**config.mk**
```make
export PLATFORM = sky130hd
export DESIGN_NAME = adc_mux_round_robin_scanner
export DESIGN_NICKNAME = d
export VERILOG_FILES = /design/src/amrrs_pkg.sv /design/src/adc_mux_round_robin_scanner.sv
export SDC_FILE = /design/constraint.sdc
export NUM_CORES = 1
export LEC_CHECK = 0
export BUFFER_PORTS_ARGS = -buffer_cell sky130_fd_sc_hd__buf_2
export CAP_MARGIN = 20
export CELL_PAD_IN_SITES_DETAIL_PLACEMENT = 1
export CELL_PAD_IN_SITES_GLOBAL_PLACEMENT = 1
export CORE_MARGIN = 2
export CORE_UTILIZATION = 51
export CTS_CLUSTER_DIAMETER = 40
export DETAILED_ROUTE_END_ITERATION = 12
export HOLD_SLACK_MARGIN = 0.05
export PLACE_DENSITY_LB_ADDON = 0.08
export SLEW_MARGIN = 20
export SYNTH_ARGS = -nofsm -noshare
export SYNTH_HDL_FRONTEND = slang
export SYNTH_SLANG_ARGS = --single-unit
```
**constraint.sdc**
```tcl
create_clock -name clk -period 9.8 [get_ports clk]
set_clock_uncertainty 0.05 [all_clocks]
set_input_delay 1.47 -clock clk [delete_from_list [all_inputs] [get_ports clk]]
set_output_delay 1.47 -clock clk [all_outputs]
set_load 0.05 [all_outputs]
```
**src/amrrs_pkg.sv**
```systemverilog
// ----------------------------------------------------------------------------
// amrrs_pkg
// Constants for the round-robin converter channel scanner.
// ----------------------------------------------------------------------------
`default_nettype none

package amrrs_pkg;

  localparam int NumInputs = 8;
  localparam int SlotCount = 8;
  localparam int ChW       = 3;
  localparam int CntW      = ChW + 1;

  localparam int SeCount   = (NumInputs > SlotCount) ? SlotCount :
                             ((NumInputs < 2) ? 2 : NumInputs);
  localparam int DiffCount = (SeCount / 2 < 1) ? 1 : SeCount / 2;

  localparam int RawW      = 24;
  localparam int SignBit   = RawW - 1;

  // microvolts = sample * UvFull / CodeFull, CodeFull = 2^CodeShift - 1
  localparam int UvFull    = 2500000;
  localparam int UvW       = 22;
  localparam int CodeShift = 22;
  localparam int CodeFull  = (1 << CodeShift) - 1;
  localparam int ProdW     = RawW + UvW - 1;
  localparam int Q0W       = ProdW - CodeShift;
  localparam int R1W       = CodeShift + 2;
  localparam int R2W       = CodeShift + 1;

  localparam logic [7:0] SeNegCom = 8'h08;

endpackage

`default_nettype wire

```
**src/adc_mux_round_robin_scanner.sv**
```systemverilog
// ----------------------------------------------------------------------------
// adc_mux_round_robin_scanner
// Throughput: one word per cycle while out_stall is low; three register
// stages (input, product, result) lie between input word accept and result
// word valid, and each loads when the stage after it is empty or moving.
// Reset: rst clears the channel, scan mode and all stage valids.
// Mode write sets the channel back to zero.
// ----------------------------------------------------------------------------
`default_nettype none

module adc_mux_round_robin_scanner
  import amrrs_pkg::*;
(
  input  wire logic                     clk,
  input  wire logic                     rst,
  input  wire logic                     cfg_write_en,
  input  wire logic                     cfg_write_data,
  input  wire logic                     in_valid,
  output logic                          in_stall,
  input  wire logic [RawW-1:0]          raw_conversion,
  output logic                          out_valid,
  input  wire logic                     out_stall,
  output logic [7:0]                    mux_code,
  output logic [ChW-1:0]                stored_slot,
  output logic signed [RawW-1:0]        sample_value,
  output logic signed [RawW-1:0]        microvolts,
  output logic                          sweep_done
);

  typedef struct packed {
    logic [7:0]     mux;
    logic [ChW-1:0] slot;
    logic           done;
  } tag_t;

  logic            scan_mode;
  logic [ChW-1:0]  channel;
  logic [ChW-1:0]  channel_next;

  logic            s1_valid;
  tag_t            s1_tag;
  logic [RawW-1:0] s1_raw;

  logic            s2_valid;
  tag_t            s2_tag;
  logic [RawW-1:0] s2_raw;
  logic [ProdW-1:0] s2_prod;

  logic            o_ready;
  logic            s2_ready;
  logic            s1_ready;
  logic            in_fire;

  logic [CntW-1:0] count;
  logic [CntW-1:0] ch_inc;
  logic            wrap;
  tag_t            tag_next;

  logic [RawW-1:0] mag;
  logic [ProdW-1:0] prod_next;

  logic [Q0W-1:0]  q0;
  logic [R1W-1:0]  r1;
  logic [R2W-1:0]  r2;
  logic [RawW-1:0] quot;
  logic [RawW-1:0] uv_next;

  assign o_ready  = !out_valid || !out_stall;
  assign s2_ready = !s2_valid || o_ready;
  assign s1_ready = !s1_valid || s2_ready;
  assign in_stall = !s1_ready;
  assign in_fire  = in_valid && s1_ready;

  // channel sequencing
  always_comb begin
    count  = scan_mode ? CntW'(DiffCount) : CntW'(SeCount);
    ch_inc = {1'b0, channel} + CntW'(1);
    wrap   = ch_inc >= count;
    channel_next = wrap ? '0 : ch_inc[ChW-1:0];
    if (scan_mode) begin
      tag_next.mux = {1'b0, channel[1:0], 1'b0, 1'b0, channel[1:0], 1'b1};
    end else begin
      tag_next.mux = {1'b0, channel, 4'b0000} | SeNegCom;
    end
    if (channel == '0) begin
      tag_next.slot = ChW'(count - CntW'(1));
    end else begin
      tag_next.slot = channel - ChW'(1);
    end
    tag_next.done = wrap && scan_mode;
  end

  always_ff @(posedge clk) begin
    if (rst) begin
      scan_mode <= 1'b0;
      channel   <= '0;
    end else if (cfg_write_en) begin
      scan_mode <= cfg_write_data;
      channel   <= '0;
    end else if (in_fire) begin
      channel   <= channel_next;
    end
  end

  // input stage
  always_ff @(posedge clk) begin
    if (rst) begin
      s1_valid <= 1'b0;
    end else if (s1_ready) begin
      s1_valid <= in_valid;
    end
  end

  always_ff @(posedge clk) begin
    if (in_fire) begin
      s1_tag <= tag_next;
      s1_raw <= raw_conversion;
    end
  end

  // magnitude times full-scale microvolts
  always_comb begin
    mag       = s1_raw[SignBit] ? (~s1_raw + RawW'(1)) : s1_raw;
    prod_next = ProdW'(mag) * ProdW'(UvFull);
  end

  always_ff @(posedge clk) begin
    if (rst) begin
      s2_valid <= 1'b0;
    end else if (s2_ready) begin
      s2_valid <= s1_valid;
    end
  end

  always_ff @(posedge clk) begin
    if (s2_ready && s1_valid) begin
      s2_tag  <= s1_tag;
      s2_raw  <= s1_raw;
      s2_prod <= prod_next;
    end
  end

  // divide by 2^22-1: fold high part back into low part, then correct
  always_comb begin
    q0   = s2_prod[ProdW-1:CodeShift];
    r1   = R1W'(s2_prod[CodeShift-1:0]) + R1W'(q0);
    r2   = R2W'(r1[CodeShift-1:0]) + R2W'(r1[R1W-1:CodeShift]);
    quot = RawW'(q0) + RawW'(r1[R1W-1:CodeShift]) + RawW'(r2 >= R2W'(CodeFull));
    uv_next = s2_raw[SignBit] ? (~quot + RawW'(1)) : quot;
  end

  always_ff @(posedge clk) begin
    if (rst) begin
      out_valid <= 1'b0;
    end else if (o_ready) begin
      out_valid <= s2_valid;
    end
  end

  always_ff @(posedge clk) begin
    if (o_ready && s2_valid) begin
      mux_code     <= s2_tag.mux;
      stored_slot  <= s2_tag.slot;
      sweep_done   <= s2_tag.done;
      sample_value <= s2_raw;
      microvolts   <= uv_next;
    end
  end

endmodule

`default_nettype wire
```
==> impl_metrics.json, run 1 <==
{
  "portBuffers": 90,
  "cts_buffers": 17,
  "ys_async_sr_fraction": 0,
  "fin_crit_sh": 0.849,
  "finalHoldViolations": 0,
  "synth-edff-count": 168,
  "die_area_um2": 31600,
  "maxCapViolations": 0,
  "wl_per_cell_um": 20.3,
  "cts_buffer_depth": 2,
  "cp.arrival_ns": 8.46,
  "rows": 63,
  "setup_viol": 0,
  "drive_gt1_frac": 0.101,
  "drt_pass1_iterations": 5,
  "initial_core_util": 0.519,
  "synth_area_leaders": "edfxtp_1 (33%), ha_1 (18%), fa_1 (15%)",
  "synth-seq-cells": 175,
  "grt_overflow": 0,
  "num_antenna_cells": 0,
  "fp.dieH_um": 178,
  "drc": 0,
  "grt_pass1_wl_mm": 62.3,
  "grt_max_degree": 53,
  "cp.required_ns": 9.93,
  "period_minus_slack_ns": 8.32,
  "cts_root_buf": "clkbuf_16",
  "dpl-instance-area_um2": 16300,
  "num_vias": 10600,
  "fin_area_um2": 16900,
  "routed_via_density": 5.53,
  "place.gp.congestion": 0.876,
  "cts_hold_buf": 0,
  "synth_cells": 1416,
  "path_clk_slew_ns": 0.08,
  "grt.total_usage": 0.258,
  "drt-initial-drc-count": 447,
  "nets": 1886,
  "critPathBufInv": 0,
  "synthDistinctLibCells": 73,
  "rsz0062_at_grt": "no",
  "cts_max_level": 4,
  "core_um2": 29600,
  "post_cts_resized": 0,
  "seq_area_frac_synth": 0.337,
  "cts_tree": "yes",
  "path_class": "reg2reg",
  "synthFlopType": "edfxtp_1",
  "yosys.area.top_type": "edfxtp_1",
  "crit_top_cell": "fa_1",
  "grt_pass1_vias": 11600,
  "place_hpwl_mm": 31.5,
  "syn_area_per_cell_um2": 10.9,
  "synth_top_area_share": 0.328,
  "post-cts-setup-buffers": 0,
  "clk_latency_ns": 0.44,
  "dieWidth_um": 178,
  "slowest_stage": "a2111oi_0",
  "antenna_found_initial": 0,
  "fin_setup_tns_ns": 0,
  "final-max-slew-violation-count": 0,
  "min_path_type": "reg2reg",
  "path_delay_family": "simple AND/OR/NAND/NOR gates",
  "pin_count": 92,
  "syn_area_um2": 15400,
  "antenna_left": 0,
  "syn-num-nets": 1791,
  "setup.worst_path.start_class": "register",
  "area_growth_pct": 10.1,
  "outcome": "finished, final reports clean",
  "max_stage_delay_ns": 0.67,
  "tightest_slew_ns": 1.05,
  "fmax_mhz": 120,
  "drt-total-wl_mm": 38.8,
  "ys_top_cells_by_count": "inv_1 (275), ha_1 (226), edfxtp_1 (168), fa_1 (119), xnor2_1 (84)",
  "ys_warn_count": 0,
  "slew_headroom": 0.294,
  "path_max_fanout": 11,
  "yosysMostFrequentCell": "inv_1",
  "end_kind": "register",
  "cts.sinks": 175
}
-- logic make-up (layout without fill, tap and decap cells) --
family / after synthesis / count (layout) / share of synthesized area
fa+ha+maj: 345 / 345 / 0.339
buf+inv: 298 / 406 / 0.0742
simple gates: 261 / 261 / 0.0867
compound gates: 209 / 209 / 0.0893
flops: 175 / 175 / 0.337
xor+xnor: 117 / 117 / 0.0666
mux: 10 / 10 / 0.00692
other cells: 1 / 1 / 0.000244
-- per-stage QoR --
stage	worst slack [ns]	std cells	hold WS [ns]	util
final	1.48	1914	0.371	0.571
after global routing	0.842	1914	0.374	0.571
after CTS	1.44	1914	0.370	0.571
after detailed placement	1.47	1882	0.355	0.550
after global placement	1.80	1882	0.350	0.550
after floorplan	2.57	1416	0.350	-
-- layout make-up --
cell class,count,area (um^2)
clock buffer,17,425
clock inverter,15,218
fill,3190,12700
inverter,275,1030
multi-input combinational,943,9070
sequential,175,5180
tap,390,488
timing repair buffer,99,518
-- worst reg2reg max path, stage by stage, from the launching register on --
cell and delay [ns]:
edfxtp_1 0.50, ha_1 0.27, fa_1 0.43, a21oi_1 0.21
o221ai_1 0.18, a2111oi_0 0.67, o41a_1 0.24, o21ai_0 0.17
o21ai_0 0.20, nand2_1 0.09, and3b_1 0.20, ha_1 0.34
a21oi_1 0.17, nor3_1 0.31, mux2_2 0.37, nand3_1 0.09
o32ai_1 0.07, and4_1 0.23, fa_1 0.42, fa_1 0.58
and2_1 0.25, and3_1 0.31, or3_1 0.35, a21o_1 0.20
or2_2 0.31, or4b_4 0.54, o21ai_1 0.21, xnor2_1 0.10
-- path summary, 6_finish.rpt --
check	startpoint	to	slack, ns	cells past startpoint
worst max-delay path	s2_prod[27]$_DFFE_PP_	microvolts[22]$_DFFE_PP_	1.48	27
worst min-delay path	s1_tag[4]$_DFFE_PP_	s2_tag[4]$_DFFE_PP_	0.37	0
worst min register to register	s1_tag[4]$_DFFE_PP_	s2_tag[4]$_DFFE_PP_	0.37	0
worst max register to register	s2_prod[27]$_DFFE_PP_	microvolts[22]$_DFFE_PP_	1.48	27
-- cells in the final DEF, fill, tap and decap left out, types with 10 or more instances in the layout --
cell type  netlist  layout
edfxtp_1       168     168
clkbuf_16        0      17
nand4_1         10      10
and3_1          12      12
nor3_1          21      21
nand2_1         68      68
ha_1           226     226
o21ai_0         48      48
nand3_1         26      26
nor2_1          61      61
a21o_1          27      27
fa_1           119     119
buf_2            3      90
a21oi_1         48      48
xnor2_1         84      84
xor2_1          33      33
inv_1          275     275
a31oi_1         13      13
-- sequential cells by signal, summed over array words and instances, names as in the netlist --
register / count
s2_tag: 11
stored_slot: 3
s1_raw: 24
channel: 3
sample_value: 24
s1_tag: 11
s2_prod: 39
s2_valid: 1
microvolts: 24
s1_valid: 1
out_valid: 1
mux_code: 7
scan_mode: 1
sweep_done: 1
s2_raw: 24
-- metal layers --
metal  part of all wire  track usage  wire, um
met4              0.032       0.0905      1240
met5                  0            0         0
met2               0.52        0.464     20100
met1               0.43        0.319     16600
met3              0.022       0.0285       865
Power of run 1 is not shown: default switching activity piles up to over one toggle a cycle in this logic, so the estimate is an artifact.
==> inputs of run 2 (changes only) <==
--- a/config.mk
+++ b/config.mk
@@ -10,7 +10,7 @@
 export CELL_PAD_IN_SITES_DETAIL_PLACEMENT = 1
 export CELL_PAD_IN_SITES_GLOBAL_PLACEMENT = 1
 export CORE_MARGIN = 2
-export CORE_UTILIZATION = 51
+export CORE_UTILIZATION = 46
 export CTS_CLUSTER_DIAMETER = 40
 export DETAILED_ROUTE_END_ITERATION = 12
 export HOLD_SLACK_MARGIN = 0.05
==> constraint.sdc (replaced) <==
create_clock -name clk -period 7.6 [get_ports clk]
set_clock_uncertainty 0.05 [all_clocks]
set_input_delay 1.14 -clock clk [delete_from_list [all_inputs] [get_ports clk]]
set_output_delay 1.14 -clock clk [all_outputs]
set_load 0.05 [all_outputs]
==> impl_metrics.json, run 2 (synthesized netlist as in run 1, its figures left out) <==
{
  "outcome": "finished, final reports clean",
  "grt_pass1_vias": 11500,
  "place_hpwl_mm": 33.2,
  "antenna_found_initial": 0,
  "drt_pass1_iterations": 5,
  "drc": 0,
  "setup.worst_path.start_class": "register",
  "cts_buffers": 17,
  "finalHoldViolations": 0,
  "path_clk_slew_ns": 0.07,
  "path_class": "reg2reg",
  "cts_buffer_depth": 2,
  "rsz0062_at_grt": "yes",
  "grt.total_usage": 0.233,
  "cts_root_buf": "clkbuf_16",
  "nets": 1929,
  "portBuffers": 90,
  "final_cell_mix": "inv_1 (275), ha_1 (223), edfxtp_1 (168), fa_1 (117), buf_2 (90)",
  "drt-initial-drc-count": 425,
  "antenna_left": 0,
  "fin_ws_ns": 0.321,
  "period_minus_slack_ns": 7.28,
  "drive_gt1_frac": 0.141,
  "cts_hold_buf": 0,
  "wl_per_cell_um": 19.8,
  "cp.required_ns": 7.74,
  "num_vias": 10600,
  "setup_viol": 0,
  "cts.sinks": 175,
  "dieWidth_um": 187,
  "largest_register": "s2_prod",
  "cts_tree": "yes",
  "largest_reg_flops": 39,
  "tightest_slew_ns": 0.844,
  "fmax_mhz": 137,
  "num_antenna_cells": 0,
  "fp.dieH_um": 187,
  "grt_overflow": 0,
  "num-fill-cells": 3596,
  "grt_max_degree": 59,
  "fin_util": 0.534,
  "fin_crit_sh": 0.958,
  "place.gp.congestion": 0.887,
  "cp.arrival_ns": 7.42,
  "maxCapViolations": 0,
  "grt_pass1_wl_mm": 62.6,
  "routed_via_density": 5.28,
  "rows": 66,
  "initial_core_util": 0.470,
  "drt-total-wl_mm": 39.7,
  "final_common_cell": "inv_1",
  "end_kind": "register",
  "clk_latency_ns": 0.45,
  "min_path_type": "reg2reg",
  "final-max-slew-violation-count": 0,
  "area_growth_pct": 13.7,
  "pin_count": 92,
  "slew_headroom": 0.433,
  "slowest_stage": "or4_1",
  "die_area_um2": 34900,
  "crit_chain": "or4_1, or3_1, o31ai_1, xnor2_1, ha_1, ha_1, inv_1, fa_1, fa_1, inv_1, fa_1, fa_1, ha_1, a21o_1, a21oi_1, o21ai_0, a22oi_1, a31oi_1, a221oi_1, xnor2_1",
  "core_um2": 32700,
  "path_max_fanout": 6,
  "preCtsSetupSlack_ns": -0.173,
  "crit_top_cell": "fa_1",
  "cts_max_level": 4,
  "max_stage_delay_ns": 0.62
}
run 2: changes by cell type in the layout (fill, tap and decap cells not counted), moves of 3 or more:
cell	before	now
o21ai_0	48	44
xnor2_1	84	79
buf_4	9	52
xnor2_2	0	5
ha_1	226	223
clkinv_8	6	0
run 2: worst max-delay path: cells and delay by family, from the launching register on:
family | cells | cell delay [ns]
AOI/OAI and AO/OA | 7 | 1.80
xor gates and xnor gates | 2 | 0.52
adders and majority gates | 7 | 3.05
buffers and inverters | 2 | 0.12
DFF | 1 | 0.48
and+or+nand+nor | 2 | 1.00
run 2: worst paths after layout:
check	from	to	slack, ns	depth (start not counted)
setup / recovery	s1_raw[10]$_DFFE_PP_	s2_prod[42]$_DFFE_PP_	0.32	20
hold / removal	s2_raw[17]$_DFFE_PP_	sample_value[17]$_DFFE_PP_	0.37	0
setup reg to reg	s1_raw[10]$_DFFE_PP_	s2_prod[42]$_DFFE_PP_	0.32	20
hold reg to reg	s2_raw[17]$_DFFE_PP_	sample_value[17]$_DFFE_PP_	0.37	0
run 2: what timing repair did:
action	4_1_cts	5_1_grt
pin swaps	0	6
endpoints found under the setup margin	9	20
buffers inserted	1	3
resized for setup	7	29
run 2: per-layer routing:
layer  track usage  up-vias  routed length [um]
met2         0.423      165               20500
li1              -     5120                   -
met1         0.279     5257               16900
met5             0        -                   0
met3        0.0295       61                 854
met4        0.0928        0                1410
run 2: stage by stage:
| stage | cells | TNS (ns) | hold slack, ns | cell area, um^2 |
|---|---|---|---|---|
| after floorplan | 1416 | 0 | 0.350 | 15400 |
| after global placement | 1973 | 0 | 0.352 | 16700 |
| after detailed placement | 1973 | -0.589 | 0.356 | 16700 |
| after CTS | 2005 | -0.0202 | 0.368 | 17300 |
| after global routing | 2008 | -0.203 | 0.377 | 17500 |
| final | 2008 | 0 | 0.367 | 17500 |
run 2: area by class of cell:
cell class	instances	area (um^2)	share of cell area
flip-flops and latches	175	5180	0.297
repair buffers	142	841	0.0481
well taps	442	553	0.0316
multi-input cells	943	9260	0.530
clock buffers	18	429	0.0246
inverters	275	1030	0.0591
clock inverters	13	178	0.0102
Power of run 2 is left out for the same reason.
==> inputs of run 3 (changes only) <==
--- a/config.mk
+++ b/config.mk
@@ -13,8 +13,9 @@
 export CORE_UTILIZATION = 46
 export CTS_CLUSTER_DIAMETER = 40
 export DETAILED_ROUTE_END_ITERATION = 12
-export HOLD_SLACK_MARGIN = 0.05
+export HOLD_SLACK_MARGIN = 0.08
 export PLACE_DENSITY_LB_ADDON = 0.08
+export REMOVE_ABC_BUFFERS = 1
 export SLEW_MARGIN = 20
 export SYNTH_ARGS = -nofsm -noshare
 export SYNTH_HDL_FRONTEND = slang
==> impl_metrics.json, run 3 (synthesized netlist as in run 1, its figures left out) <==
{
  "outcome": "finished, final reports clean",
  "antenna_left": 0,
  "fin_area_um2": 17700,
  "crit_top_cell": "buf_4",
  "cp.arrival_ns": 7.45,
  "portBuffers": 90,
  "cts.sinks": 175,
  "fin_setup_tns_ns": 0,
  "clk_latency_ns": 0.46,
  "final-max-slew-violation-count": 0,
  "fmax_mhz": 138,
  "final_cell_mix": "inv_1 (275), ha_1 (224), edfxtp_1 (168), fa_1 (117), buf_2 (90)",
  "drt-initial-drc-count": 533,
  "die_area_um2": 34900,
  "grt_pass1_wl_mm": 63.2,
  "drt-total-wl_mm": 39.8,
  "largest_register": "s2_prod",
  "finalHoldViolations": 0,
  "setup.worst_path.start_class": "register",
  "cts_max_level": 4,
  "largest_reg_flops": 39,
  "period_minus_slack_ns": 7.25,
  "cts_buffers": 17,
  "antenna_found_initial": 0,
  "initial_core_util": 0.470,
  "tightest_slew_ns": 0.956,
  "num_antenna_cells": 0,
  "wl_per_cell_um": 19.5,
  "dpl-instance-area_um2": 16900,
  "place_hpwl_mm": 33.4,
  "grt_overflow": 0,
  "nets": 1962,
  "grt_max_degree": 56,
  "cp.required_ns": 7.80,
  "max_stage_delay_ns": 0.55,
  "grt.total_usage": 0.234,
  "routed_via_density": 5.25,
  "drc": 0,
  "core_um2": 32700,
  "final_common_cell": "inv_1",
  "drt_pass1_iterations": 5,
  "setup_viol": 0,
  "drive_gt1_frac": 0.156,
  "final_cells": 2042,
  "fin_crit_sh": 0.954,
  "pin_count": 92,
  "path_delay_family": "adder cells",
  "path_max_fanout": 4,
  "slowest_stage": "fa_1",
  "path_class": "reg2reg",
  "cts_root_buf": "clkbuf_16",
  "min_path_type": "reg2reg",
  "rows": 66,
  "dp.cells": 2006,
  "cts_buffer_depth": 2,
  "place.gp.congestion": 0.901,
  "slew_headroom": 0.363,
  "area_growth_pct": 14.9,
  "fp.dieH_um": 187,
  "grt_pass1_vias": 11500,
  "maxCapViolations": 0,
  "path_clk_slew_ns": 0.07,
  "num_vias": 10700,
  "critPathBufInv": 9,
  "end_kind": "register",
  "cts_tree": "yes",
  "hold_ws_ns": 0.371,
  "dieWidth_um": 187
}
[run 3: changes by cell type in the layout (fill, tap and decap cells not counted), sizes merged]
| cell | before | now |
|---|---|---|
| bufinv | 3 | 1 |
| clkinv | 4 | 8 |
| clkinvlp | 1 | 0 |
| inv | 280 | 281 |
| buf | 142 | 175 |
| clkbuf | 18 | 17 |
[run 3: through the flow]
| step | worst slack [ns] | util |
|---|---|---|
| floorplan | 0.241 | - |
| global placement | 0.131 | 0.517 |
| detailed placement | -0.0129 | 0.517 |
| CTS | 0.0374 | 0.536 |
| global route | -0.0583 | 0.540 |
| finish | 0.349 | 0.540 |
[run 3: cell type report]
cell class	count	area, um^2
clock buffers	17	425
clock inverters	15	196
fillers	3602	15000
inverters	275	1030
multi-input cells	943	9190
flip-flops and latches	175	5180
well taps	442	553
repair buffers	175	1090
[run 3: timing repair]
action	4_1_cts	5_1_grt
setup buffers	0	4
hold endpoints to repair	0	0
pin swaps	0	8
endpoints found under the setup margin	2	20
hold buffers	0	0
resized for setup	3	26
[run 3: path summary, 6_finish.rpt]
path | slack, ns | end | from | cells past startpoint
setup / recovery | 0.35 | s2_prod[32]$_DFFE_PP_ | s1_raw[2]$_DFFE_PP_ | 27
hold / removal | 0.37 | sample_value[19]$_DFFE_PP_ | s2_raw[19]$_DFFE_PP_ | 0
setup reg to reg | 0.35 | s2_prod[32]$_DFFE_PP_ | s1_raw[2]$_DFFE_PP_ | 27
hold reg to reg | 0.37 | sample_value[19]$_DFFE_PP_ | s2_raw[19]$_DFFE_PP_ | 0
[run 3: worst register-to-register path: cells and delay by family, from the launching register on]
family	cells	cell delay, ns
AO/OA/AOI/OAI	4	0.97
XOR/XNOR	2	0.48
adder cells (fa/ha/maj)	7	2.99
buffers and inverters	9	1.12
flip-flops	1	0.40
AND/OR/NAND/NOR	5	1.02
[run 3: routing by layer]
metal / up-vias / track usage / wire length, um
met5: - / 0 / 0
met4: 0 / 0.0769 / 1070
met3: 41 / 0.0280 / 1020
met2: 148 / 0.407 / 19600
met1: 5356 / 0.304 / 18100
li1: 5183 / - / -
Power of run 3 is left out for the same reason.
